<file path="config.mk">
export PLATFORM = sky130hd
export DESIGN_NAME = nca_store
export DESIGN_NICKNAME = d
export VERILOG_FILES = /design/src/rtl/core/nca_pkg.sv /design/src/rtl/core/nca_store.sv
export SDC_FILE = /design/constraint.sdc
export NUM_CORES = 2
export LEC_CHECK = 0
export ABC_AREA = 1
export BUFFER_PORTS_ARGS = -buffer_cell sky130_fd_sc_hd__buf_2
export CORE_MARGIN = 5
export CORE_UTILIZATION = 35
export DETAILED_ROUTE_END_ITERATION = 6
export PLACE_DENSITY = 0.52
export RECOVER_POWER = 25
export SETUP_SLACK_MARGIN = 0.4
export SLEW_MARGIN = 40
export SYNTH_ARGS = -nofsm -noshare
export SYNTH_HDL_FRONTEND = slang
export SYNTH_SLANG_ARGS = --single-unit
</file>
<file path="constraint.sdc">
create_clock -name clk -period 1.9 [get_ports clk]
set_input_delay 0.285 -clock clk [delete_from_list [all_inputs] [get_ports clk]]
set_output_delay 0.285 -clock clk [all_outputs]
set_load 0.005 [all_outputs]
</file>
<file path="src/rtl/core/nca_pkg.sv">
// ============================================================================
// nca_pkg: shared types and constants for the nearest-center assign block
// Beat structs, field widths, action and register codes, control state.
// ============================================================================
package nca_pkg;

    // Coordinate format is fixed: signed Q7.8, eight fields per beat
    localparam int COORD_BITS  = 16;
    localparam int NUM_COORDS  = 8;
    localparam int SLOT_W      = 4;
    localparam int INDEX_W     = 4;
    localparam int DIST_W      = 35;
    localparam int DIFF_W      = COORD_BITS + 1;
    localparam int SQ_W        = 2 * DIFF_W - 1;

    // Configuration port
    localparam int CFG_IDX_W   = 1;
    localparam int CFG_DATA_W  = 5;
    localparam int NCENT_W     = 5;
    localparam int NDIMS_W     = 4;

    localparam logic [CFG_IDX_W-1:0] CFG_NUM_CENTERS = 1'b0;
    localparam logic [CFG_IDX_W-1:0] CFG_NUM_DIMS    = 1'b1;

    localparam logic ACT_LOAD     = 1'b0;
    localparam logic ACT_CLASSIFY = 1'b1;

    typedef logic signed [COORD_BITS-1:0] coord_t;

    typedef struct packed {
        logic              action;
        logic [SLOT_W-1:0] center_slot;
        coord_t            coord_0;
        coord_t            coord_1;
        coord_t            coord_2;
        coord_t            coord_3;
        coord_t            coord_4;
        coord_t            coord_5;
        coord_t            coord_6;
        coord_t            coord_7;
    } item_beat_t;

    typedef struct packed {
        logic [INDEX_W-1:0] cluster_index;
        logic [DIST_W-1:0]  squared_distance;
    } result_beat_t;

    // Tag that travels with one center through the pipeline
    typedef struct packed {
        logic valid;
        logic first;
        logic last;
    } stage_ctl_t;

    typedef enum logic [1:0] {
        ST_IDLE,
        ST_SCAN,
        ST_DRAIN
    } state_t;

endpackage

</file>
<file path="src/rtl/core/nca_store.sv">
// ============================================================================
// nca_store: center memory
// One write port, one registered read port; entries never loaded read as zero.
// ============================================================================
module nca_store #(
    parameter int DEPTH  = 16,
    parameter int ADDR_W = 4,
    parameter int WORD_W = 128
) (
    input  logic              clk,
    input  logic              rst_n,
    input  logic              wr_en,
    input  logic [ADDR_W-1:0] wr_addr,
    input  logic [WORD_W-1:0] wr_data,
    input  logic [ADDR_W-1:0] rd_addr,
    output logic [WORD_W-1:0] rd_data
);
    import nca_pkg::*;

    logic [WORD_W-1:0] mem_reg [DEPTH];
    logic [WORD_W-1:0] rd_word_reg;
    logic [DEPTH-1:0]  loaded_reg;
    logic              rd_loaded_reg;

    always_ff @(posedge clk)
    begin
        if (wr_en)
        begin
            mem_reg[wr_addr] <= wr_data;
        end
        rd_word_reg <= mem_reg[rd_addr];
    end

    // per-entry loaded flags stand in for clearing the array at reset
    always_ff @(posedge clk or negedge rst_n)
    begin
        if (!rst_n)
        begin
            loaded_reg    <= '0;
            rd_loaded_reg <= 1'b0;
        end
        else
        begin
            if (wr_en)
            begin
                loaded_reg[wr_addr] <= 1'b1;
            end
            rd_loaded_reg <= loaded_reg[rd_addr];
        end
    end

    assign rd_data = rd_loaded_reg ? rd_word_reg : '0;

endmodule

</file>
Word-level counts from Yosys, hierarchy flattened:

Memory sizes are Yosys's and may differ from the RTL's. A register that Yosys moved wholly into a read port is not among the register bits.
Index checks and enable logic that the tools add are counted.

* magnitude comparators: 3
* mux-type cells: 7
* bitwise gates (word level): 1
* reductions and logical operators: 1

Operator list (number)
* 128-bit two-way mux: 1
* 16-bit OR: 1
* 4-bit by 5-bit < comparator with 1-bit output (second input constant): 2
* 1-bit binary-select mux with 4-bit select: 1
* 1-bit demux with 4-bit select: 1
* 4-bit by 1-bit >= comparator with 1-bit output (second input constant): 1
* 1-bit two-way mux: 4
* 1-bit logical AND: 1

* register bits: 17
* bits in writable memories: 2048
* bits of input ports: 139
* output and inout bits: 128
* logic and storage cells: 15
* memories: 1

Memories
* mem_reg: words 16, bits a word 128, read ports 1, clocked after memory_dff 1, wr ports 1, line nca_store.sv:20 `logic [WORD_W-1:0] mem_reg [DEPTH];`

Logic depth before layout (Yosys ltp):

* depth in word-level cells: 5
* gate-level depth with buffers: 11
* depth with buffers taken out: 7

Worst setup path before layout:

No wires, ideal clock.

* path type: input to register
* start: input wr_addr[0]
* end: register loaded_reg[0]
* library setup time: 99 ps
* arrival time: 6477 ps
* setup slack: -4676 ps
* cell stages on the path: 3
* buffers on the path: 0
* cell sequence: nand3b_1 > nor2_1 > or2_2

* cells in the longest elaborated chain, start to end: 5

Ends and longest elaborated chain
* from (decl): line nca_store.sv:13 `input logic [ADDR_W-1:0] wr_addr,`
* 4-bit by 5-bit < comparator with 1-bit output (implied by the code) or 4-bit by 1-bit >= comparator with 1-bit output (tied branches): line nca_store.sv:46 `loaded_reg[wr_addr] <= 1'b1;`
* 1-bit logical AND (implied by the code): line nca_store.sv:46
* 1-bit two-way mux (implied by the code): line nca_store.sv:46
* 1-bit demux with 4-bit select (*): line nca_store.sv:46
* 16-bit OR (no line) (*)
* to (signal assigned): line nca_store.sv:39 `loaded_reg <= '0;`
* to (signal, indexed assignment): line nca_store.sv:46
* to (decl): line nca_store.sv:22 `logic [DEPTH-1:0] loaded_reg;`

Mark *: on every way between the ends. The rest lies on a longest branch, timed or not.
A chain may end at the register's enable or synchronous reset.

Worst setup path in the final report:

* start: register rd_loaded_reg
* end: output rd_data[34]

* cells in the longest elaborated chain, start to end: 1

Ends and longest elaborated chain
* from (decl): line nca_store.sv:23 `logic rd_loaded_reg;`
* from (signal assigned): line nca_store.sv:48 `rd_loaded_reg <= loaded_reg[rd_addr];`
* 128-bit two-way mux: line nca_store.sv:52 `assign rd_data = rd_loaded_reg ? rd_word_reg : '0;`
* to (decl): line nca_store.sv:16 `output logic [WORD_W-1:0] rd_data`

Every way passes these cells.

==> results.md <==
- First-iteration detailed-routing DRC count: 4760
- Commonest non-fill, non-tap cell in the layout: nand2_1
- Synthesized flop and latch total: approximately 2.2k
- Pre-Repair DR Iteration Count: 6
- Root Buffer: clkbuf_16
- Routed Antenna Nets: 0
- All-Layer GR Usage: 18.6%
- Drt wl/cell: about 21 um
- Worst EP required: 1620 ps
- CP arrival: 2160 ps
- Seq pwr share: 51.4%
- CTS Buf Count: between 200 and 250
- Tcrit/Tclk final: 129%
- First-pass GRT wire length: 375000 um
- Setup violators final: 128
- Crit path max fanout: 5
- Post-Syn Area per Cell: 11.1 um^2
- Status: complete, but fails checks
- Number of global-route vias before repair: 57.5k
- RSZ-0062 raised after global routing: true
- Fillers: 23.9k
- Initial antenna violation count: 21
- DP HPWL: 149000 um
- Worst setup SP type: flop
- # DRC: 0
- Initial core utilization: 35.1%
- Leakage power: between 40 and 50 nW
- Overflow after GRT: 0
- Netlist area before placement: 0.0888 mm^2
- Minimum clock period: 2440 ps
- I/O Pins: 267
- Synth warn: 0
- P per Cell Area: 986 mW/mm^2
- Die Y-Extent: 514 um
- Internal power: between 80 and 90 mW
- Skew final: 50.3 ps
- Synth Net Count: roughly 8.1k
- Worst-Margin Slew: 1040 ps
- Post-layout net count: 8709
- Psw: between 20 and 25 mW
- Crit end category: output port
- Largest net degree at the start of global routing: 94
- Slew HR: 30.7%
- Core footprint: 0.253 mm^2
- Pins Over Slew Limit: 0
- Sequential fraction of the synthesis area: 72.6%
- Vias per inst: just under 5
- Failing checks: negative setup slack
- FMAX: 409 MHz
- VDD IR max: 0.784 mV
- Num rows: 185
- Die area: approximately 0.26 mm^2
- CTS tree: built
- Final WS setup: -544 ps
- Commonest cells after routing, fill and taps aside: nand2_1 (2883), edfxtp_1 (2048), nand3_1 (1478)
- Cells after Synth: ~8k
- Die Width: 514 um
- Final Hold Fails: 0
- Setup CP Type: reg2out
- Max Cap Viol: 0
- Max Root-Sink Buffers: 3
- Power share of the combinational group: 7.7%
- Final WL: between 200000 and 300000 um
- Clock transition at path regs: approximately 60 ps
- Sw Ratio: 23.3%
- Layout area overhead: 21.3%
- Vias: 58.8k
- CTS Sinks: about 2.2k
- Setup_tns: -57230 ps
- Max reg flops: 2048
- Gpl congestion: 0.782
- Fin util: 42.6%
- Clock power share: 40.9%
- Worst skew pair latency: 870 ps
- Share of layout cells above drive strength 1: approximately an eighth
- PortBufs: 266
- Cell variety after synth: 18
- Worst hold path type: in2reg
- CTS H-Tree Depth: 4
==> layer usage <==
metal | global-route usage [%] | routed length, um | part of all wire [%]
met5 | 0 | 68 | 0.027
met4 | 4.55 | 6190 | 2.4
met3 | 2.50 | 13100 | 5.1
met2 | 31.4 | 124000 | 49
met1 | 25.4 | 111000 | 44
==> through the flow <==
stage | hold slack, ps | worst slack [ps] | area (um^2) | power (mW) | instances
after floorplan | -10.6 | -1200 | 89000 | 59.1 | 8003
after global placement | 272 | -82.6 | 97700 | 62.9 | 11538
after detailed placement | 269 | -52.6 | 97700 | 62.9 | 11538
after CTS | 5.53 | -563 | 106000 | 107 | 12111
after global routing | 38.3 | -607 | 108000 | 110 | 12142
final | 60.5 | -544 | 108000 | 106 | 12150
==> power groups by stage <==
| stage | Sequential (mW) | Clock [mW] | Combinational [mW] |
|---|---|---|---|
| global route | 54.6 | 46.5 | 9.05 |
| CTS | 54.5 | 44.4 | 7.72 |
| floorplan | 55.3 | 0 | 3.81 |
| detailed placement | 55.5 | 0 | 7.43 |
| global placement | 55.5 | 0 | 7.39 |
| finish | 54.5 | 43.4 | 8.21 |
==> worst paths after layout <==
kind	start	slack, ps	cells past startpoint	end
worst max register to register	mem_reg[8][52]	570	6	rd_word_reg[52]
min in group asynchronous	rst_n	290	3	loaded_reg[2]
worst min-delay path	wr_addr[2]	60	5	loaded_reg[10]
worst max-delay path	rd_loaded_reg	-540	5	rd_data[34]
worst min register to register	loaded_reg[14]	450	2	loaded_reg[14]
max in group asynchronous	rst_n	860	3	rd_loaded_reg
==> synthesized netlist by cell type <==
cell	count	area [um^2]
edfxtp_1	2048	61500
or2_2	24	150
buf_1	23	86.3
nor2_1	17	63.8
clkbuf_2	1	5.00
buf_4	45	338
buf_2	232	1160
dfrtp_1	17	425
clkinv_1	1	3.75
clkbuf_1	125	469
buf_6	17	191
nand2_1	2962	11100
inv_1	868	3260
inv_2	2	7.51
o21ai_0	12	60.1
dfxtp_1	128	2560
nand3b_1	1	7.51
nand3_1	1480	7410
==> timing repair <==
action,4_1_cts,5_1_grt
gates resized for setup,3,283
pin swaps,0,21
cloned,0,13
hold buffers,139,0
setup endpoints to repair,128,517
setup buffers,0,16
hold endpoints to repair,2137,0
==> worst max-delay path, cell delays in order, from the launching register on <==
cell and delay [ps]:
dfrtp_4 550, buf_12 180, clkbuf_16 240, nand2_4 100, inv_2 30, buf_6 100
==> cell type report <==
type	instances	area, um^2	area share [%]
Sequential cell	2193	64500	59.9
Multi-Input combinational cell	4496	19500	18.1
Timing Repair Buffer	780	8880	8.24
Clock buffer	328	6390	5.93
Tap cell	3366	4210	3.91
Inverter	871	3320	3.08
Clock inverter	106	946	0.878
Antenna cell	10	25.0	0.0232
==> cell families (layout without fill, tap and decap cells) <==
logic type      after synthesis  count (layout)  synth area share [%]
flops                      2193            2193                  72.6
other cells                   0              10                     0
compound gates               12              12                0.0676
buf+inv                    1314            2085                  6.22
simple gates               4484            4484                  21.1
No activity file was read; power rests on OpenSTA's default activity.
