[config.mk]
export PLATFORM = sky130hd
export DESIGN_NAME = nca_lane
export DESIGN_NICKNAME = d
export VERILOG_FILES = /design/src/rtl/core/nca_pkg.sv /design/src/rtl/core/nca_lane.sv
export SDC_FILE = /design/constraint.sdc
export NUM_CORES = 1
export LEC_CHECK = 0
export BUFFER_PORTS_ARGS = -buffer_cell sky130_fd_sc_hd__clkbuf_2
export CELL_PAD_IN_SITES_DETAIL_PLACEMENT = 0
export CELL_PAD_IN_SITES_GLOBAL_PLACEMENT = 1
export CORE_MARGIN = 5
export CORE_UTILIZATION = 35
export DETAILED_ROUTE_END_ITERATION = 16
export MAX_ROUTING_LAYER = met4
export PLACE_DENSITY = 0.67
export SYNTH_ARGS = -nofsm -noshare
export SYNTH_HDL_FRONTEND = slang
export SYNTH_SLANG_ARGS = --single-unit
[constraint.sdc]
create_clock -name clk -period 25.4 [get_ports clk]
set_input_delay 2.54 -clock clk [delete_from_list [all_inputs] [get_ports clk]]
set_output_delay 2.54 -clock clk [all_outputs]
set_load 0.05 [all_outputs]
[src/rtl/core/nca_pkg.sv]
// ============================================================================
// nca_pkg: shared types and constants for the nearest-center assign block
// Beat structs, field widths, action and register codes, control state.
// ============================================================================
package nca_pkg;

    // Coordinate format is fixed: signed Q7.8, eight fields per beat
    localparam int COORD_BITS  = 16;
    localparam int NUM_COORDS  = 8;
    localparam int SLOT_W      = 4;
    localparam int INDEX_W     = 4;
    localparam int DIST_W      = 35;
    localparam int DIFF_W      = COORD_BITS + 1;
    localparam int SQ_W        = 2 * DIFF_W - 1;

    // Configuration port
    localparam int CFG_IDX_W   = 1;
    localparam int CFG_DATA_W  = 5;
    localparam int NCENT_W     = 5;
    localparam int NDIMS_W     = 4;

    localparam logic [CFG_IDX_W-1:0] CFG_NUM_CENTERS = 1'b0;
    localparam logic [CFG_IDX_W-1:0] CFG_NUM_DIMS    = 1'b1;

    localparam logic ACT_LOAD     = 1'b0;
    localparam logic ACT_CLASSIFY = 1'b1;

    typedef logic signed [COORD_BITS-1:0] coord_t;

    typedef struct packed {
        logic              action;
        logic [SLOT_W-1:0] center_slot;
        coord_t            coord_0;
        coord_t            coord_1;
        coord_t            coord_2;
        coord_t            coord_3;
        coord_t            coord_4;
        coord_t            coord_5;
        coord_t            coord_6;
        coord_t            coord_7;
    } item_beat_t;

    typedef struct packed {
        logic [INDEX_W-1:0] cluster_index;
        logic [DIST_W-1:0]  squared_distance;
    } result_beat_t;

    // Tag that travels with one center through the pipeline
    typedef struct packed {
        logic valid;
        logic first;
        logic last;
    } stage_ctl_t;

    typedef enum logic [1:0] {
        ST_IDLE,
        ST_SCAN,
        ST_DRAIN
    } state_t;

endpackage

[src/rtl/core/nca_lane.sv]
// ============================================================================
// nca_lane: one dimension lane
// Squared difference of one point coordinate and one center coordinate.
// ============================================================================
module nca_lane (
    input  logic                 clk,
    input  nca_pkg::coord_t      pt,
    input  nca_pkg::coord_t      ctr,
    input  logic                 active,
    output logic [nca_pkg::SQ_W-1:0] sq
);
    import nca_pkg::*;

    logic signed [DIFF_W-1:0]   diff;
    logic signed [2*DIFF_W-1:0] prod;
    logic [SQ_W-1:0]            sq_reg;

    assign diff = DIFF_W'(pt) - DIFF_W'(ctr);
    assign prod = diff * diff;

    // inactive dimensions contribute nothing
    always_ff @(posedge clk)
    begin
        sq_reg <= active ? SQ_W'(prod) : '0;
    end

    assign sq = sq_reg;

endmodule

Yosys cells after proc, flatten, opt, wreduce, memory -nomap -nowiden:

Cells that the tools add are included.

* register bits after elaboration: 33
* input port bits: 34
* output and inout port bits: 33
* logic and storage cells: 3

* add/subtract/negate cells: 1
* $mul: 1

Operators with widths (number)
* 17-bit by 17-bit multiplier with 33-bit output: 1
* 16-bit by 16-bit subtractor with 17-bit output: 1

Depth between registers and ports, before layout:

Gate-level depths: netlist of run 1.

* depth after elaboration: 2
* depth in mapped cells: 36
* depth with buffers taken out: 33

Least setup slack after synthesis of run 1:

Ideal clock, no wire load.

* path kind: in2reg
* start point: input port pt[0]
* end point: register sq_reg[32], in the netlist sq[32]
* library setup time: 0.070 ns
* data arrival time: 10.223 ns
* required time: 25.330 ns
* setup slack: 15.108 ns
* stages: 33
* buffers on the path: 1
* path through: inv_1 ha_1 inv_1 fa_1 a21o_1 a21oi_1 nor2b_1 o221a_2 a211o_1 xnor2_1 inv_1 clkbuf_1 nand2_1 fa_1 inv_1 fa_1 inv_1 fa_1 inv_1 fa_1 fa_1 inv_1 fa_1 inv_1 ha_1 nand2_1 or3_1 a31o_1 a211o_1 a41oi_2 a21oi_1 or3_1 a21oi_1

* cells in the longest elaborated chain, start to end: 2

Ends and longest elaborated chain
* from (decl): RTL line nca_lane.sv:7 `input nca_pkg::coord_t pt,`
* 16-bit by 16-bit subtractor with 17-bit output: RTL line nca_lane.sv:18 `assign diff = DIFF_W'(pt) - DIFF_W'(ctr);`
* 17-bit by 17-bit multiplier with 33-bit output: RTL line nca_lane.sv:19 `assign prod = diff * diff;`
* to (signal assigned): RTL line nca_lane.sv:24 `sq_reg <= active ? SQ_W'(prod) : '0;`
* to (decl): RTL line nca_lane.sv:16 `logic [SQ_W-1:0] sq_reg;`

No other way between the ends.
A chain may end at the register's enable or synchronous reset.

Worst setup path after layout of run 1:

Same ends and word-level chain as after synthesis.

==> flow_summary.yaml, run 1 <==
run_status:
  status: "finished, final reports clean"
layout:
  area_growth_pct: 8.851
  drive_above_1_share: 0.08097
  multi_input_area_mm2: 0.009039
  antennaDiodeCount: 0
  n_fill_cell: 3287
  regArea_um2: 640.6
  final_nets: 1665
  largest_register_ffs: 32
clocking:
  cts_setup_buffers: 0
  h-tree-depth: 2
  cts.sinks: 32
  cts_resized: 0
  hold_buffers: 0
  cts_max_path_buffers: 2
  cts_root_buffer: "clkbuf_16"
  cts.clk_slew.worst_paths_ns: 0.06
  cts_tree: "built"
  numCtsBuffers: 5
synthesis:
  syn_avg_cell_area_um2: 9.122
  ys_warn_count: 0
  syn_nets: 1609
  yosysTopAreaCellShare: 0.4787
  synth.distinct_cells: 56
  synthTopCellsByArea: "fa_1 48%, inv_1 11%, ha_1 11%"
  synth_seq_cells: 32
  post-synth-top-count-cell: "inv_1"
  yosysSeqAreaShare: 0.05780
  async_reset_ff_frac: 0
  yosys_most_used_dff: "dfxtp_1"
  synth_edf_count: 0
  synth_area_mm2: 0.01108
  synth_area_leader_cell: "fa_1"
  synthTopCellsByCount: "334 x inv_1, 265 x fa_1, 101 x nor2_1, 100 x nand2_1, 95 x ha_1"
  synthCells: 1215
placed_design:
  port_buffers: 65
  dpl.hpwl_mm: 23.32
  gp_congestion: 0.8644
global_route:
  track_usage: 0.1686
  use_met1: 0.2243
  grt_pass1_wl_mm: 45.75
  grt-ovfl-total: 0
  globalRouteMet2Util: 0.2892
  busiest_layer: "met2"
  antenna_found_initial: 0
  met3_usage: 0.01917
  grt_max_degree: 28
  grt_pass1_vias: 8666
route:
  vias: 7937
  drc: 0
  postRouteAntennaNets: 0
  wl_per_cell_um: 16.58
  drtIter0Drc: 388
  drt-total-wl_mm: 27.75
  via_per_inst: 4.741
  drt_first_pass_iters: 5
die:
  start_util: 0.3530
  fp.dieH_um: 188.0
  rows: 65
  die-area_mm2: 0.03533
  boundaryPins: 67
  fp.dieW_um: 188.0
  core_mm2: 0.03139
timing:
  max_freq_mhz: 88.40
  setup_violations: 0
  period_share: 0.4453
  tightest_slew_ns: 1.029
  relSlewSlack: 0.3109
  hold_viol: 0
  tns_ns: 0
  min_period_ns: 11.31
  grt_setup_unrepaired: "no"
  drv_slew: 0
worst_setup_path:
  worstPathArrival_ns: 11.54
  path_max_fanout: 22
  end_kind: "flip-flop"
  crit_slowest_cell: "fa_1"
  cp-start-kind: "input port"
  cpPeakStageDelay_ns: 0.77
  critical_path_class: "input port to flip-flop"
  crit_top_cell: "fa_1"
  cp_num_buf_inv: 7
  cp_top_family: "adder cells"
  required_ns: 25.62
worst_hold_path:
  worstHoldPathType: "input port to flip-flop"
run:
  max_cap_violations: 0
[cells in the final DEF (no fill, tap or decap), types with 4 or more instances in the layout]
cell type,count
a21o_1,12
nand2b_1,11
nor3b_1,4
dfxtp_1,32
inv_1,334
or2_2,5
fa_1,265
clkbuf_2,65
ha_1,95
o211ai_1,5
nor2b_1,6
xor2_1,7
a211oi_1,9
o21ai_0,22
nand3_1,4
o31ai_1,5
nor3_1,13
xnor2_1,28
clkinv_1,5
nand2_1,100
o21a_1,13
or3_1,7
and2_1,33
buf_4,15
mux2i_1,4
nor2_1,101
clkbuf_16,5
a21oi_1,19
[through the flow]
stage	setup WS [ns]	instance area [µm²]	utilization	hold slack [ns]	instances
final	14.09	12060	0.3843	2.798	1674
after global routing	13.46	12060	0.3843	2.830	1674
after CTS	14.08	12060	0.3843	2.799	1674
after detailed placement	13.82	11900	0.3791	3.039	1666
after global placement	13.87	11900	0.3791	3.039	1666
after floorplan	15.11	11080	-	2.750	1215
[worst min-delay path: cells and delay by family]
kind / cells / cell delay, ns
mux: 1 / 0.05
buf+inv: 1 / 0.28
simple gates: 1 / 0.15
[layer usage]
| layer | vias to the layer above | share of wire |
|---|---|---|
| li1 | 3718 | - |
| met1 | 4067 | 0.45 |
| met2 | 137 | 0.52 |
| met3 | 15 | 0.031 |
| met4 | 0 | 0.0065 |
| met5 | - | 0 |
[area by class of cell]
type | instances | share of cell area
multi-input cells | 811 | 0.7492
inverters | 341 | 0.1061
flip-flops and latches | 32 | 0.05310
well taps | 402 | 0.04169
repair buffers | 80 | 0.03630
clock buffers | 6 | 0.01068
clock inverters | 2 | 0.002904
[final timing paths]
kind / from / slack [ns] / to / depth (start not counted)
worst max-delay path: pt[0] / 14.09 / sq[32]$_SDFF_PN0_ / 31
worst min-delay path: active / 2.80 / sq[31]$_SDFF_PN0_ / 3
[logic make-up (layout without fill, tap and decap cells)]
| family | Yosys count | after routing | share of synthesized area |
|---|---|---|---|
| other cells | 1 | 1 | 0.0003384 |
| simple gates | 292 | 292 | 0.1194 |
| compound gates | 117 | 117 | 0.07564 |
| fa+ha+maj | 360 | 360 | 0.5859 |
| mux | 4 | 4 | 0.003613 |
| buf+inv | 372 | 429 | 0.1273 |
| flops | 32 | 32 | 0.05780 |
| xor+xnor | 37 | 37 | 0.02992 |
Power of run 1 is left out: the tool's default activity adds up to more than one toggle a clock period on the data nets, which glitch-free logic cannot reach.
==> run 2: changes to the inputs <==
--- a/config.mk
+++ b/config.mk
@@ -5,6 +5,7 @@
 export SDC_FILE = /design/constraint.sdc
 export NUM_CORES = 1
 export LEC_CHECK = 0
+export ABC_AREA = 1
 export BUFFER_PORTS_ARGS = -buffer_cell sky130_fd_sc_hd__clkbuf_2
 export CELL_PAD_IN_SITES_DETAIL_PLACEMENT = 0
 export CELL_PAD_IN_SITES_GLOBAL_PLACEMENT = 1
@@ -12,7 +13,7 @@
 export CORE_UTILIZATION = 35
 export DETAILED_ROUTE_END_ITERATION = 16
 export MAX_ROUTING_LAYER = met4
-export PLACE_DENSITY = 0.67
+export PLACE_DENSITY = 0.69
 export SYNTH_ARGS = -nofsm -noshare
 export SYNTH_HDL_FRONTEND = slang
 export SYNTH_SLANG_ARGS = --single-unit
==> constraint.sdc (replaced) <==
create_clock -name clk -period 10.55 [get_ports clk]
set_input_delay 1.055 -clock clk [delete_from_list [all_inputs] [get_ports clk]]
set_output_delay 1.055 -clock clk [all_outputs]
set_load 0.05 [all_outputs]
==> flow_summary.yaml, run 2 <==
synthesis:
  synth_edf_count: 0
  yosysTopAreaCellShare: 0.4351
  synth_area_mm2: 0.01219
  synthCells: 1577
  synth_seq_cells: 32
  synth.distinct_cells: 35
  synth_area_leader_cell: "fa_1"
  syn_avg_cell_area_um2: 7.732
  post-synth-top-count-cell: "inv_1"
  async_reset_ff_frac: 0
  ys_warn_count: 0
  yosys_most_used_dff: "dfxtp_1"
  synthTopCellsByArea: "fa_1 44%, inv_1 14%, nand2_1 10%"
  yosysSeqAreaShare: 0.05254
  syn_nets: 1971
  synthTopCellsByCount: "459 x inv_1, 340 x nand2_1, 265 x fa_1, 162 x nor2_1, 95 x ha_1"
route:
  drc: 0
  via_per_inst: 4.537
  drt-total-wl_mm: 30.97
  vias: 9451
  wl_per_cell_um: 14.87
  postRouteAntennaNets: 0
  drtIter0Drc: 404
  drt_first_pass_iters: 4
die:
  start_util: 0.3538
  fp.dieH_um: 196.6
  rows: 68
  boundaryPins: 67
  fp.dieW_um: 196.6
  core_mm2: 0.03446
  die-area_mm2: 0.03867
clocking:
  cts_resized: 0
  h-tree-depth: 2
  hold_buffers: 0
  cts_max_path_buffers: 2
  numCtsBuffers: 5
  cts_tree: "built"
  cts.sinks: 32
  cts_root_buffer: "clkbuf_16"
  cts.clk_slew.worst_paths_ns: 0.05
  cts_setup_buffers: 0
layout:
  area_growth_pct: 7.286
  drive_above_1_share: 0.07555
  final_common_cell: "inv_1"
  antennaDiodeCount: 0
  final_nets: 2021
  n_fill_cell: 3684
  final_util: 0.3796
  largest_register_ffs: 32
  most-common-layout-cells: "459 x inv_1, 340 x nand2_1, 265 x fa_1, 162 x nor2_1, 95 x ha_1"
worst_setup_path:
  end_kind: "flip-flop"
  critical_path_class: "input port to flip-flop"
  path_max_fanout: 20
  required_ns: 10.73
  crit_slowest_cell: "fa_1"
  cp-start-kind: "input port"
  cpPeakStageDelay_ns: 0.81
  worstPathArrival_ns: 8.36
global_route:
  antenna_found_initial: 0
  use_met1: 0.2116
  busiest_layer: "met2"
  grt-ovfl-total: 0
  track_usage: 0.1739
  met3_usage: 0.01470
  globalRouteMet2Util: 0.3184
  grt_pass1_vias: 10650
  grt_pass1_wl_mm: 52.64
  grt_max_degree: 29
placed_design:
  dpl.hpwl_mm: 26.72
  port_buffers: 65
  gp_congestion: 0.8826
worst_hold_path:
  worstHoldPathType: "input port to flip-flop"
timing:
  min_period_ns: 8.187
  relSlewSlack: 0.4073
  period_share: 0.7760
  tightest_slew_ns: 0.8883
  grt_setup_unrepaired: "no"
  setup_violations: 0
  drv_slew: 0
  max_freq_mhz: 122.2
  hold_viol: 0
  tns_ns: 0
run:
  max_cap_violations: 0
run_status:
  status: "finished, final reports clean"
-- run 2: cell count changes after synthesis, sizes merged, moves of 27 or more --
cell / before / now
a21oi: 19 / 48
and2: 34 / 4
inv: 336 / 470
nand2: 100 / 359
nand3: 5 / 52
nor2: 101 / 166
xnor2: 30 / 3
-- run 2: final timing paths --
check	end	slack (ns)	startpoint	cells after the start
setup / recovery	sq[25]$_SDFF_PN0_	2.36	pt[0]	33
hold / removal	sq[0]$_SDFF_PN0_	1.38	ctr[0]	4
-- run 2: per-layer routing --
metal,wire length [µm],vias up
li1,-,4594
met3,957,43
met2,16360,152
met4,648,0
met1,13010,4662
met5,0,-
-- run 2: critical path: cells and delay by family --
kind	cells	cell delay, ns
fa+ha+maj	9	4.32
buf+inv	8	0.67
simple gates	16	2.30
-- run 2: cells by family (layout without fill, tap and decap cells) --
family / Yosys count / after routing / synth area share
simple gates: 598 / 598 / 0.2037
buf+inv: 497 / 548 / 0.1616
fa+ha+maj: 360 / 360 / 0.5326
compound gates: 75 / 75 / 0.03304
flops: 32 / 32 / 0.05254
xor+xnor: 14 / 14 / 0.01621
other cells: 1 / 1 / 0.0003076
-- run 2: layout make-up --
cell class              instances  area [µm²]  share of cell area
flip-flops and latches         32       640.6             0.04897
multi-input cells            1048        9582              0.7325
repair buffers                 69       355.3             0.02716
clock buffers                   6       128.9            0.009852
clock inverters                 2       35.03            0.002678
inverters                     471        1770              0.1353
well taps                     455       569.3             0.04352
-- run 2: metrics by stage --
step	cells	hold slack [ns]	setup WS (ns)	area (µm²)
2_1_floorplan	1577	1.376	3.330	12190
3_3_place_gp	2075	1.553	1.995	12920
3_5_place_dp	2075	1.553	2.037	12920
4_1_cts	2083	1.370	2.285	13080
5_1_grt	2083	1.387	1.768	13080
6_report	2083	1.378	2.363	13080
Power of run 2 is left out for the same reason.
