**src/rtl/core/nca_pkg.sv**
```systemverilog
// ============================================================================
// nca_pkg: shared types and constants for the nearest-center assign block
// Beat structs, field widths, action and register codes, control state.
// ============================================================================
package nca_pkg;

    // Coordinate format is fixed: signed Q7.8, eight fields per beat
    localparam int COORD_BITS  = 16;
    localparam int NUM_COORDS  = 8;
    localparam int SLOT_W      = 4;
    localparam int INDEX_W     = 4;
    localparam int DIST_W      = 35;
    localparam int DIFF_W      = COORD_BITS + 1;
    localparam int SQ_W        = 2 * DIFF_W - 1;

    // Configuration port
    localparam int CFG_IDX_W   = 1;
    localparam int CFG_DATA_W  = 5;
    localparam int NCENT_W     = 5;
    localparam int NDIMS_W     = 4;

    localparam logic [CFG_IDX_W-1:0] CFG_NUM_CENTERS = 1'b0;
    localparam logic [CFG_IDX_W-1:0] CFG_NUM_DIMS    = 1'b1;

    localparam logic ACT_LOAD     = 1'b0;
    localparam logic ACT_CLASSIFY = 1'b1;

    typedef logic signed [COORD_BITS-1:0] coord_t;

    typedef struct packed {
        logic              action;
        logic [SLOT_W-1:0] center_slot;
        coord_t            coord_0;
        coord_t            coord_1;
        coord_t            coord_2;
        coord_t            coord_3;
        coord_t            coord_4;
        coord_t            coord_5;
        coord_t            coord_6;
        coord_t            coord_7;
    } item_beat_t;

    typedef struct packed {
        logic [INDEX_W-1:0] cluster_index;
        logic [DIST_W-1:0]  squared_distance;
    } result_beat_t;

    // Tag that travels with one center through the pipeline
    typedef struct packed {
        logic valid;
        logic first;
        logic last;
    } stage_ctl_t;

    typedef enum logic [1:0] {
        ST_IDLE,
        ST_SCAN,
        ST_DRAIN
    } state_t;

endpackage

```
**src/rtl/core/nca_merge.sv**
```systemverilog
// ============================================================================
// nca_merge: lane merge and running minimum
// Sums the lane squares, then keeps the nearest center so far (strict compare).
// ============================================================================
module nca_merge #(
    parameter int LANES = 8,
    parameter int IDX_W = 4
) (
    input  logic                         clk,
    input  logic                         rst_n,
    input  logic [nca_pkg::SQ_W-1:0]     sq [LANES],
    input  nca_pkg::stage_ctl_t          ctl_in,
    input  logic [IDX_W-1:0]             idx_in,
    input  logic                         res_ack,
    output logic                         res_valid,
    output logic [IDX_W-1:0]             best_idx,
    output logic [nca_pkg::DIST_W-1:0]   best_dist
);
    import nca_pkg::*;

    logic [DIST_W-1:0] sum_next;
    logic [DIST_W-1:0] sum_reg;
    stage_ctl_t        ctl_reg;
    logic [IDX_W-1:0]  idx_reg;
    logic [DIST_W-1:0] best_dist_reg;
    logic [IDX_W-1:0]  best_idx_reg;
    logic              res_valid_reg;
    logic              take;

    always_comb
    begin
        sum_next = '0;
        for (int i = 0; i < LANES; i++)
        begin
            sum_next = sum_next + DIST_W'(sq[i]);
        end
    end

    assign take = ctl_reg.first || (sum_reg < best_dist_reg);

    always_ff @(posedge clk)
    begin
        sum_reg <= sum_next;
        idx_reg <= idx_in;
        if (ctl_reg.valid && take)
        begin
            best_dist_reg <= sum_reg;
            best_idx_reg  <= idx_reg;
        end
    end

    always_ff @(posedge clk or negedge rst_n)
    begin
        if (!rst_n)
        begin
            ctl_reg       <= '0;
            res_valid_reg <= 1'b0;
        end
        else
        begin
            ctl_reg <= ctl_in;
            if (ctl_reg.valid && ctl_reg.last)
            begin
                res_valid_reg <= 1'b1;
            end
            else if (res_ack)
            begin
                res_valid_reg <= 1'b0;
            end
        end
    end

    assign res_valid = res_valid_reg;
    assign best_idx  = best_idx_reg;
    assign best_dist = best_dist_reg;

`ifndef SYNTHESIS
    a_first_never_mid: assert property (@(posedge clk) disable iff (!rst_n)
        ctl_reg.valid && ctl_reg.first |-> !res_valid_reg)
        else $error("new point entered merge while a result was pending");
    a_ack_only_valid: assert property (@(posedge clk) disable iff (!rst_n)
        res_ack |-> res_valid_reg)
        else $error("result acknowledged with none pending");
    a_result_holds: assert property (@(posedge clk) disable iff (!rst_n)
        res_valid_reg && !res_ack |=> res_valid_reg && $stable(best_dist_reg))
        else $error("pending result changed before acknowledge");
`endif

endmodule
```
**config.mk**
```make
export PLATFORM = sky130hd
export DESIGN_NAME = nca_merge
export DESIGN_NICKNAME = d
export VERILOG_FILES = /design/src/rtl/core/nca_pkg.sv /design/src/rtl/core/nca_merge.sv
export SDC_FILE = /design/constraint.sdc
export NUM_CORES = 1
export LEC_CHECK = 0
export ABC_AREA = 1
export BUFFER_PORTS_ARGS = -buffer_cell sky130_fd_sc_hd__buf_2
export CAP_MARGIN = 20
export CORE_MARGIN = 2
export CORE_UTILIZATION = 35
export CTS_BUF_LIST = sky130_fd_sc_hd__clkbuf_16
export DETAILED_ROUTE_END_ITERATION = 10
export GPL_TIMING_DRIVEN = 0
export SYNTH_ARGS = -nofsm -noshare
export SYNTH_HDL_FRONTEND = slang
export SYNTH_SLANG_ARGS = --single-unit
```
**constraint.sdc**
```tcl
create_clock -name clk -period 7.6 [get_ports clk]
set_input_delay 0.38 -clock clk [delete_from_list [all_inputs] [get_ports clk]]
set_output_delay 0.38 -clock clk [all_outputs]
set_load 0.02 [all_outputs]
```
# --- Word level (Yosys, flattened, before mapping) ---
# Index checks and enable logic that the tools add are counted.
# W data, S select, Z words.
classes:
  n_addsub: 7
  n_lt_le_gt_ge: 1
  mux: 2
  reduce_logical: 4
op_table:
  columns: ["cell", "count"]
  rows:
  - ["$add A35 B33 Y35", 5]
  - ["$add A34 B33 Y35", 1]
  - ["$lt A35 B35 Y1", 1]
  - ["$add A33 B33 Y34", 1]
  - ["$logic_and A1 B1 Y1", 2]
  - ["$mux W1", 2]
  - ["$reduce_bool A2 Y1", 1]
  - ["$logic_or A1 B1 Y1", 1]
totals:
  register_bits: 82
  in_bits: 274
  output_inout_bits: 40
  wordCells: 22

# --- Logic depth before layout (Yosys ltp) ---
# Gate-level depths: netlist of run 1.
depth:
  ltp_word: 7
  mapped_depth: 20
  ltp_nobuf: 20

# --- Least setup slack after synthesis of run 1 ---
# Ideal clock, no wire load.
synth_path:
  kind: "input-to-reg"
  start: "input port sq[2] (netlist name)"
  end: "register sum_reg[28]"
  setup_time_ns: 0.112
  t_arrival_ns: 4.022
  path_slack_ns: 3.466
  path_stages: 19
  n_path_buf: 0
  cell_sequence: "inv_1 -> fa_1 -> inv_1 -> fa_1 -> fa_1 -> inv_1 -> fa_1 -> inv_1 -> ha_1 -> fa_1 -> nand2_1 -> nand3_1 -> nand3_1 -> nand2_1 -> a21oi_1 -> or2_1 -> nand2_1 -> nand2_1 -> nand2_1"
synth_via:
  elab_chain_cells: 1
synth_lines:
  columns: ["item", "line_no", "rtl"]
  rows:
  - ["start: declaration", "nca_merge.sv:11", "input logic [nca_pkg::SQ_W-1:0] sq [LANES],"]
  - ["$add A35 B33 Y35", "nca_merge.sv:35", "sum_next = sum_next + DIST_W'(sq[i]);"]
  - ["via sum_next[28]", "nca_merge.sv:21", "logic [DIST_W-1:0] sum_next;"]
  - ["end signal: assignment", "nca_merge.sv:43", "sum_reg <= sum_next;"]
  - ["end: declaration", "nca_merge.sv:22", "logic [DIST_W-1:0] sum_reg;"]
# The timed path passes the listed nets, and every way through them passes these cells.
# A chain may end at the register's enable or synchronous reset.

# --- Final worst setup path of run 1 ---
# Same ends and word-level chain as after synthesis.

==> results of run 1 <==
[cells in the final DEF (no fill, tap or decap), types with 2 or more instances in the layout]
cell type  Yosys  layout
nand2_1      169     169
xor2_1        18      18
ha_1          69      69
buf_2          0     313
a21o_1         2       2
nand3_1       30      30
nor3_1         3       3
nor2_1        53      53
nor2_2         4       4
nand2_2        4       4
fa_1         197     197
dfxtp_1       39      39
xnor2_1        2       2
a21boi_0       2       2
dfrtp_1        4       4
nand3_2        2       2
clkbuf_16      0       9
a21oi_1       53      52
clkinv_1       1       4
o21bai_1       5       5
edfxtp_1      39      39
o21ai_0       21      21
clkinv_2       0       2
o21ai_1        2       2
nor3_2         2       2
inv_1        506     506
nand4_1       10      10
[power groups by stage]
stage / Sequential, µW / Combinational [µW] / Clock (µW)
2_1_floorplan: 928 / 3250 / 0
3_3_place_gp: 849 / 4660 / 0
3_5_place_dp: 853 / 4710 / 0
4_1_cts: 845 / 4730 / 418
5_1_grt: 866 / 5360 / 436
6_report: 842 / 4650 / 407
[cell type report]
cell class | instances | share of cell area [%]
buffer | 1 | 0.0578
clock buffer | 9 | 1.73
clock inverter | 7 | 0.462
inverter | 508 | 14.7
multi-input combinational | 656 | 51.2
sequential | 82 | 15.8
tap | 390 | 3.76
timing repair buffer | 315 | 12.3
[critical path: stages]
cell     delay, ns
buf_2         0.07
inv_1         0.04
fa_1          0.53
inv_1         0.05
fa_1          0.51
fa_1          0.54
inv_1         0.06
fa_1          0.53
inv_1         0.04
ha_1          0.26
fa_1          0.49
nand2_1       0.14
nand3_1       0.08
nand3_1       0.07
nand2_1       0.11
a21oi_1       0.26
or2_1         0.16
nand2_1       0.06
nand2_1       0.06
nand2_1       0.05
[metrics by stage]
stage / setup slack (ns) / instance area, µm² / std cells / hold slack, ns
floorplan: 3.47 / 10600 / 1247 / 0.0844
global placement: 2.94 / 12700 / 1950 / 0.186
detailed placement: 2.98 / 12700 / 1951 / 0.192
CTS: 3.32 / 13000 / 1968 / 0.143
global route: 3.17 / 13000 / 1968 / 0.142
finish: 3.33 / 13000 / 1968 / 0.152
[layer usage]
metal | global-route usage, % | share of wire (%) | vias up
met2 | 26.4 | 49 | 180
met1 | 20.2 | 45 | 3908
met5 | 0 | 0 | -
met4 | 1.81 | 0.42 | 0
met3 | 1.53 | 5.3 | 10
li1 | - | - | 4165
[how the worst min path moves through the flow]
stage	startpoint	cells past startpoint	to
2_1_floorplan	rst_n	0	ctl_reg[0]
3_3_place_gp	rst_n	1	ctl_reg[0]
3_5_place_dp	rst_n	1	res_valid
4_1_cts	idx_in[3]	1	idx_reg[3]
5_1_grt	ctl_in[2]	1	ctl_reg[2]
6_report	idx_in[3]	1	idx_reg[3]
[kinds of logic (layout without fill, tap and decap cells)]
kind of cell               Yosys count  count (layout)  share of synthesized area, %
and+or+nand+nor                    282             282                          11.2
adders and majority gates          266             266                          45.3
AOI/OAI and AO/OA                   88              88                          4.45
xor gates and xnor gates            20              20                          1.65
buffers and inverters              509             840                          18.0
DFF                                 82              82                          19.3
[timing repair]
action,4_1_cts,5_1_grt
endpoints found under the hold margin,4,0
hold buffers,1,0
setup endpoints to repair,0,0
==> metrics.csv, run 1 <==
metric,value,unit
final-seq-area,0.00205,mm²
crit_path_start_kind,primary input,
cts.sinks,82,
place_hpwl,21.8,mm
reg2reg_from,best_dist[18],
cts_resized,0,
setup_viol,0,
tightest_slew,0.659,ns
synth_cell_types,34,
fp-row-count,63,
fp.coreArea,0.0297,mm²
worst-r2r-cell-count,10,
synth-seq-cells,82,
slew_violations,0,
worstSetupPathType,in2reg,
clk_pin_slew,0.06,ns
avgSynthCellArea,8.51,µm²
crit_end,sum_reg[28],
drc,0,
ios,314,
cts-root-buf,clkbuf_16,
p_leak,0.00764,µW
h-tree-depth,3,
gp_congestion,0.828,
cts_made_buffers,9,
drt_iter0_markers,270,
multi_input_area,0.00665,mm²
port_buffers,313,
intPower,2670,µW
wl_per_cell,11.7,µm
netlist_instances,1247,
switching_share,54.8,%
grt_use_total,14.9,%
worstPathRequired,7.82,ns
r2r_slack,5.11,ns
setup_tns,0,ns
ant_nets,0,
cp-startpoint,sq[2],
postRouteWirelength,23.1,mm
routed_via_density,4.20,
die_h,178,µm
cts_tree,done,
status,"finished, final reports clean",
cap_viol_max_count,0,
netlist_top_cells_count,"inv_1, fa_1, nand2_1, ha_1",
syn_nets,1787,
skew,0.00624,ns
final_util,43.7,%
vias,8263,
p_per_area,454,mW/mm²
p_sw,3230,µW
power_frac_seq,14.3,%
area.growth.synth_to_final,22.5,%
start_util,35.7,%
fmax,0.234,GHz
synth_warnings,0,
crit_fanout,3,
hp-class,in2reg,
syn_area,0.0106,mm²
antenna_found_initial,0,
yosysTopAreaCell,fa_1,
power_frac_clock,6.9,%
drtPass1Iterations,4,
antenna_cells,0,
endpoint_kind,flip-flop,
cts_setup_buffers,0,
synthArstFlopShare,4.88,%
synth-main-ff-cell,edfxtp_1,
power_frac_comb,78.8,%
grt_overflow,0,
relSlewSlack,56.0,%
yosysMostFrequentCell,inv_1,
grt_pass1_vias,8716,
yosysSeqAreaShare,19.3,%
die_area,0.0317,mm²
critPathArrivalTime,4.49,ns
nets,2113,
grt_max_degree,24,
netlist.area_leader.share,37.2,%
fillers,3004,
cts_buffer_depth,2,
layout-drive-gt1-share,21.8,%
vdd_drop_max,0.172,mV
grt_setup_unrepaired,no,
ys_top_cells_by_area,"fa_1, inv_1, edfxtp_1",
finalCriticalPeriod,4.27,ns
grt_pass1_wl,38.1,mm
power.total,5900,µW
r2r-end,best_dist[34],
synth_edf_count,39,
finalCritPeriodShare,56.2,%
clkLatencyLatePin,0.33,ns
die_width,178,µm
hold_viol,0,
Note: power is estimated with default switching activity, not from simulation.
==> inputs of run 2 (changes only) <==
--- a/config.mk
+++ b/config.mk
@@ -5,7 +5,7 @@
 export SDC_FILE = /design/constraint.sdc
 export NUM_CORES = 1
 export LEC_CHECK = 0
-export ABC_AREA = 1
+export ABC_AREA = 0
 export BUFFER_PORTS_ARGS = -buffer_cell sky130_fd_sc_hd__buf_2
 export CAP_MARGIN = 20
 export CORE_MARGIN = 2
==> constraint.sdc (replaced) <==
create_clock -name clk -period 4.3 [get_ports clk]
set_input_delay 0.215 -clock clk [delete_from_list [all_inputs] [get_ports clk]]
set_output_delay 0.215 -clock clk [all_outputs]
set_load 0.02 [all_outputs]
==> metrics.csv, run 2 <==
metric,value,unit,change
violations,setup timing,,
cts.sinks,82,,unchanged
start_util,35.6,%,-0.12 points
hold_viol,0,,unchanged
nets,1944,,-8.0%
cts_tree,done,,
synth_cell_types,58,,+71%
clk_pin_slew,0.06,ns,about the same
cts_buffer_depth,2,,unchanged
drc,0,,unchanged
placed_area,0.0123,mm²,-2.8%
ys_top_cells_by_area,"fa_1, inv_1, edfxtp_1",,
endpoint_kind,flip-flop,,
cpPeakStageDelay,0.55,ns,about the same
dp_slack,-0.808,ns,-3.79 ns
finalCritPeriodShare,100,%,
layout_commonest_cell,inv_1,,
worstSetupPathType,in2reg,,
avgSynthCellArea,9.63,µm²,+13%
synth_warnings,0,,unchanged
worstPathRequired,4.50,ns,-3.32 ns
cts_made_buffers,9,,unchanged
mostFrequentLayoutCells,"inv_1, buf_2, fa_1, ha_1",,
finalCriticalPeriod,4.30,ns,
fp.coreArea,0.0288,mm²,-3.2%
stdcell_area,0.0129,mm²,-0.71%
h-tree-depth,3,,unchanged
crit_fanout,3,,unchanged
syn_nets,1603,,-10%
crit_end,sum_reg[28],,
drt_iter0_markers,230,,-15%
fillers,2799,,-6.8%
final_util,44.8,%,+1.1 points
grt_use_total,14.1,%,-0.73 points
fmax,0.232,GHz,
status,finished with violations,,
yosysMostFrequentCell,inv_1,,
ios,314,,unchanged
vdd_drop_max,0.424,mV,+150%
r2r_slack,1.42,ns,-3.69 ns
ant_nets,0,,unchanged
power.total,10500,µW,+79%
netlist.area_leader.share,38.5,%,+1.3 points
setup_viol,1,,+1
intPower,5390,µW,+100%
fp-row-count,62,,-1.6%
synth_edf_count,39,,unchanged
p_per_area,818,mW/mm²,+80%
fin_ws,-0.00155,ns,-3.33 ns
synth-seq-cells,82,,unchanged
postRouteWirelength,20.7,mm,-10%
cts-root-buf,clkbuf_16,,
die_area,0.0306,mm²,-3.4%
netlist_top_cells_count,"inv_1, fa_1, ha_1, dfxtp_1, edfxtp_1",,
yosysSeqAreaShare,20.0,%,+0.70 points
area.growth.synth_to_final,26.0,%,
crit_chain,"buf_6, inv_2, fa_1, inv_2, fa_1, fa_1, inv_2, fa_1, inv_2, ha_4, fa_2, a211oi_2, o21ai_2, o2111ai_4, o221ai_4, a311oi_4, o21bai_1, xor2_1",,
wl_per_cell,11.5,µm,-1.6%
layout-drive-gt1-share,27.0,%,+5.2 points
grt_setup_unrepaired,yes,,
die_h,175,µm,-1.7%
vias,7565,,-8.4%
gp_congestion,0.825,,-0.40%
p_sw,5160,µW,+60%
grt_pass1_vias,7981,,-8.4%
clkLatencyLatePin,0.33,ns,about the same
antenna_found_initial,0,,unchanged
reg2reg_from,best_dist[28],,
cap_viol_max_count,0,,unchanged
grt_max_degree,21,,-13%
syn_area,0.0102,mm²,-3.5%
relSlewSlack,48.9,%,-7.0 points
yosysTopAreaCell,fa_1,,
skew,0.00830,ns,+0.00206 ns
r2r-end,best_dist[5],,
crit_path_start_kind,primary input,,
netlist_instances,1063,,-15%
synthArstFlopShare,4.88,%,unchanged
tightest_slew,0.764,ns,+0.105 ns
port_buffers,313,,unchanged
power_frac_seq,14.1,%,-0.2 points
critPathArrivalTime,4.50,ns,about the same
synth-main-ff-cell,edfxtp_1,,
switching_share,48.9,%,-5.8 points
grt_overflow,0,,unchanged
slew_violations,0,,unchanged
power_frac_clock,7.0,%,about the same
worst-r2r-cell-count,10,,unchanged
die_width,175,µm,-1.7%
place_hpwl,19.2,mm,-12%
routed_via_density,4.22,,+0.49%
hp-class,in2reg,,
drtPass1Iterations,4,,unchanged
cp-startpoint,sq[2],,
p_leak,0.00726,µW,-5.0%
slowest_stage,fa_1,,
power_frac_comb,78.9,%,about the same
antenna_cells,0,,unchanged
grt_pass1_wl,35.7,mm,-6.3%
-- run 2: cell types whose count changed after synthesis, sizes merged, moves of 14 or more --
cell	previous run	this run
a21o	2	23
a21oi	53	38
inv	507	454
nand2	173	21
nand3	32	6
nor2	57	23
xnor2	2	16
-- run 2: timing repair --
action | 4_1_cts | 5_1_grt
resized for setup | 14 | 13
setup endpoints to repair | 14 | 12
endpoints found under the hold margin | 9 | 2
pin swaps | 12 | 8
setup buffers | 2 | 6
hold buffers | 6 | 2
-- run 2: per-stage QoR --
step / TNS, ns / std cells / hold slack, ns
global route: -0.786 / 1793 / 0.0889
floorplan: -0.176 / 1063 / -0.0806
finish: -0.00155 / 1793 / 0.0854
detailed placement: -9.86 / 1761 / 0.0407
CTS: -0.133 / 1785 / 0.00120
global placement: -44.66 / 1760 / 0.0388
-- run 2: layout make-up --
class / count / area, µm² / share of cell area [%]
multi-input cells: 517 / 6560 / 50.9
flip-flops and latches: 82 / 2050 / 15.9
repair buffers: 330 / 1740 / 13.5
inverters: 454 / 1710 / 13.3
well taps: 384 / 480 / 3.72
clock buffers: 9 / 225 / 1.75
clock inverters: 7 / 70.1 / 0.543
plain buffers: 10 / 56.3 / 0.436
-- run 2: power groups by stage --
stage	Combinational, µW	Clock [µW]	Sequential (µW)
finish	8330	740	1480
global route	9430	796	1530
CTS	8140	766	1490
detailed placement	7820	0	1510
global placement	7700	0	1500
floorplan	5760	0	1640
-- run 2: worst min-delay path by stage --
stage	start	end	slack [ns]	cells after the start
5_1_grt	res_ack	res_valid	0.09	2
2_1_floorplan	rst_n	ctl_reg[0]	-0.08	0
3_5_place_dp	rst_n	res_valid	0.04	1
4_1_cts	idx_in[0]	idx_reg[0]	0.001	1
3_3_place_gp	rst_n	res_valid	0.04	1
6_report	res_ack	res_valid	0.09	2
-- run 2: kinds of logic after synthesis --
logic type	count (synthesis)	share of synthesized area (%)
XOR/XNOR	30	2.57
AND/OR/NAND/NOR	89	4.40
AO/OA/AOI/OAI	132	8.85
adder cells (fa/ha/maj)	266	47.0
flip-flops	82	20.0
buffers and inverters	464	17.2
-- run 2: worst max-delay path, delay by kind of cell --
| family | cells | cell delay [ns] |
|---|---|---|
| AOI/OAI and AO/OA | 6 | 1.29 |
| xor gates and xnor gates | 1 | 0.15 |
| adders and majority gates | 6 | 2.62 |
| buffers and inverters | 5 | 0.23 |
-- run 2: layer usage --
layer	part of all wire, %	wire length (µm)	up-vias	track usage (%)
li1	-	-	3770	-
met1	43	8930	3563	18.1
met2	50	10300	218	25.5
met3	5.7	1180	14	2.44
met4	1.1	234	0	2.15
met5	0	0	-	0
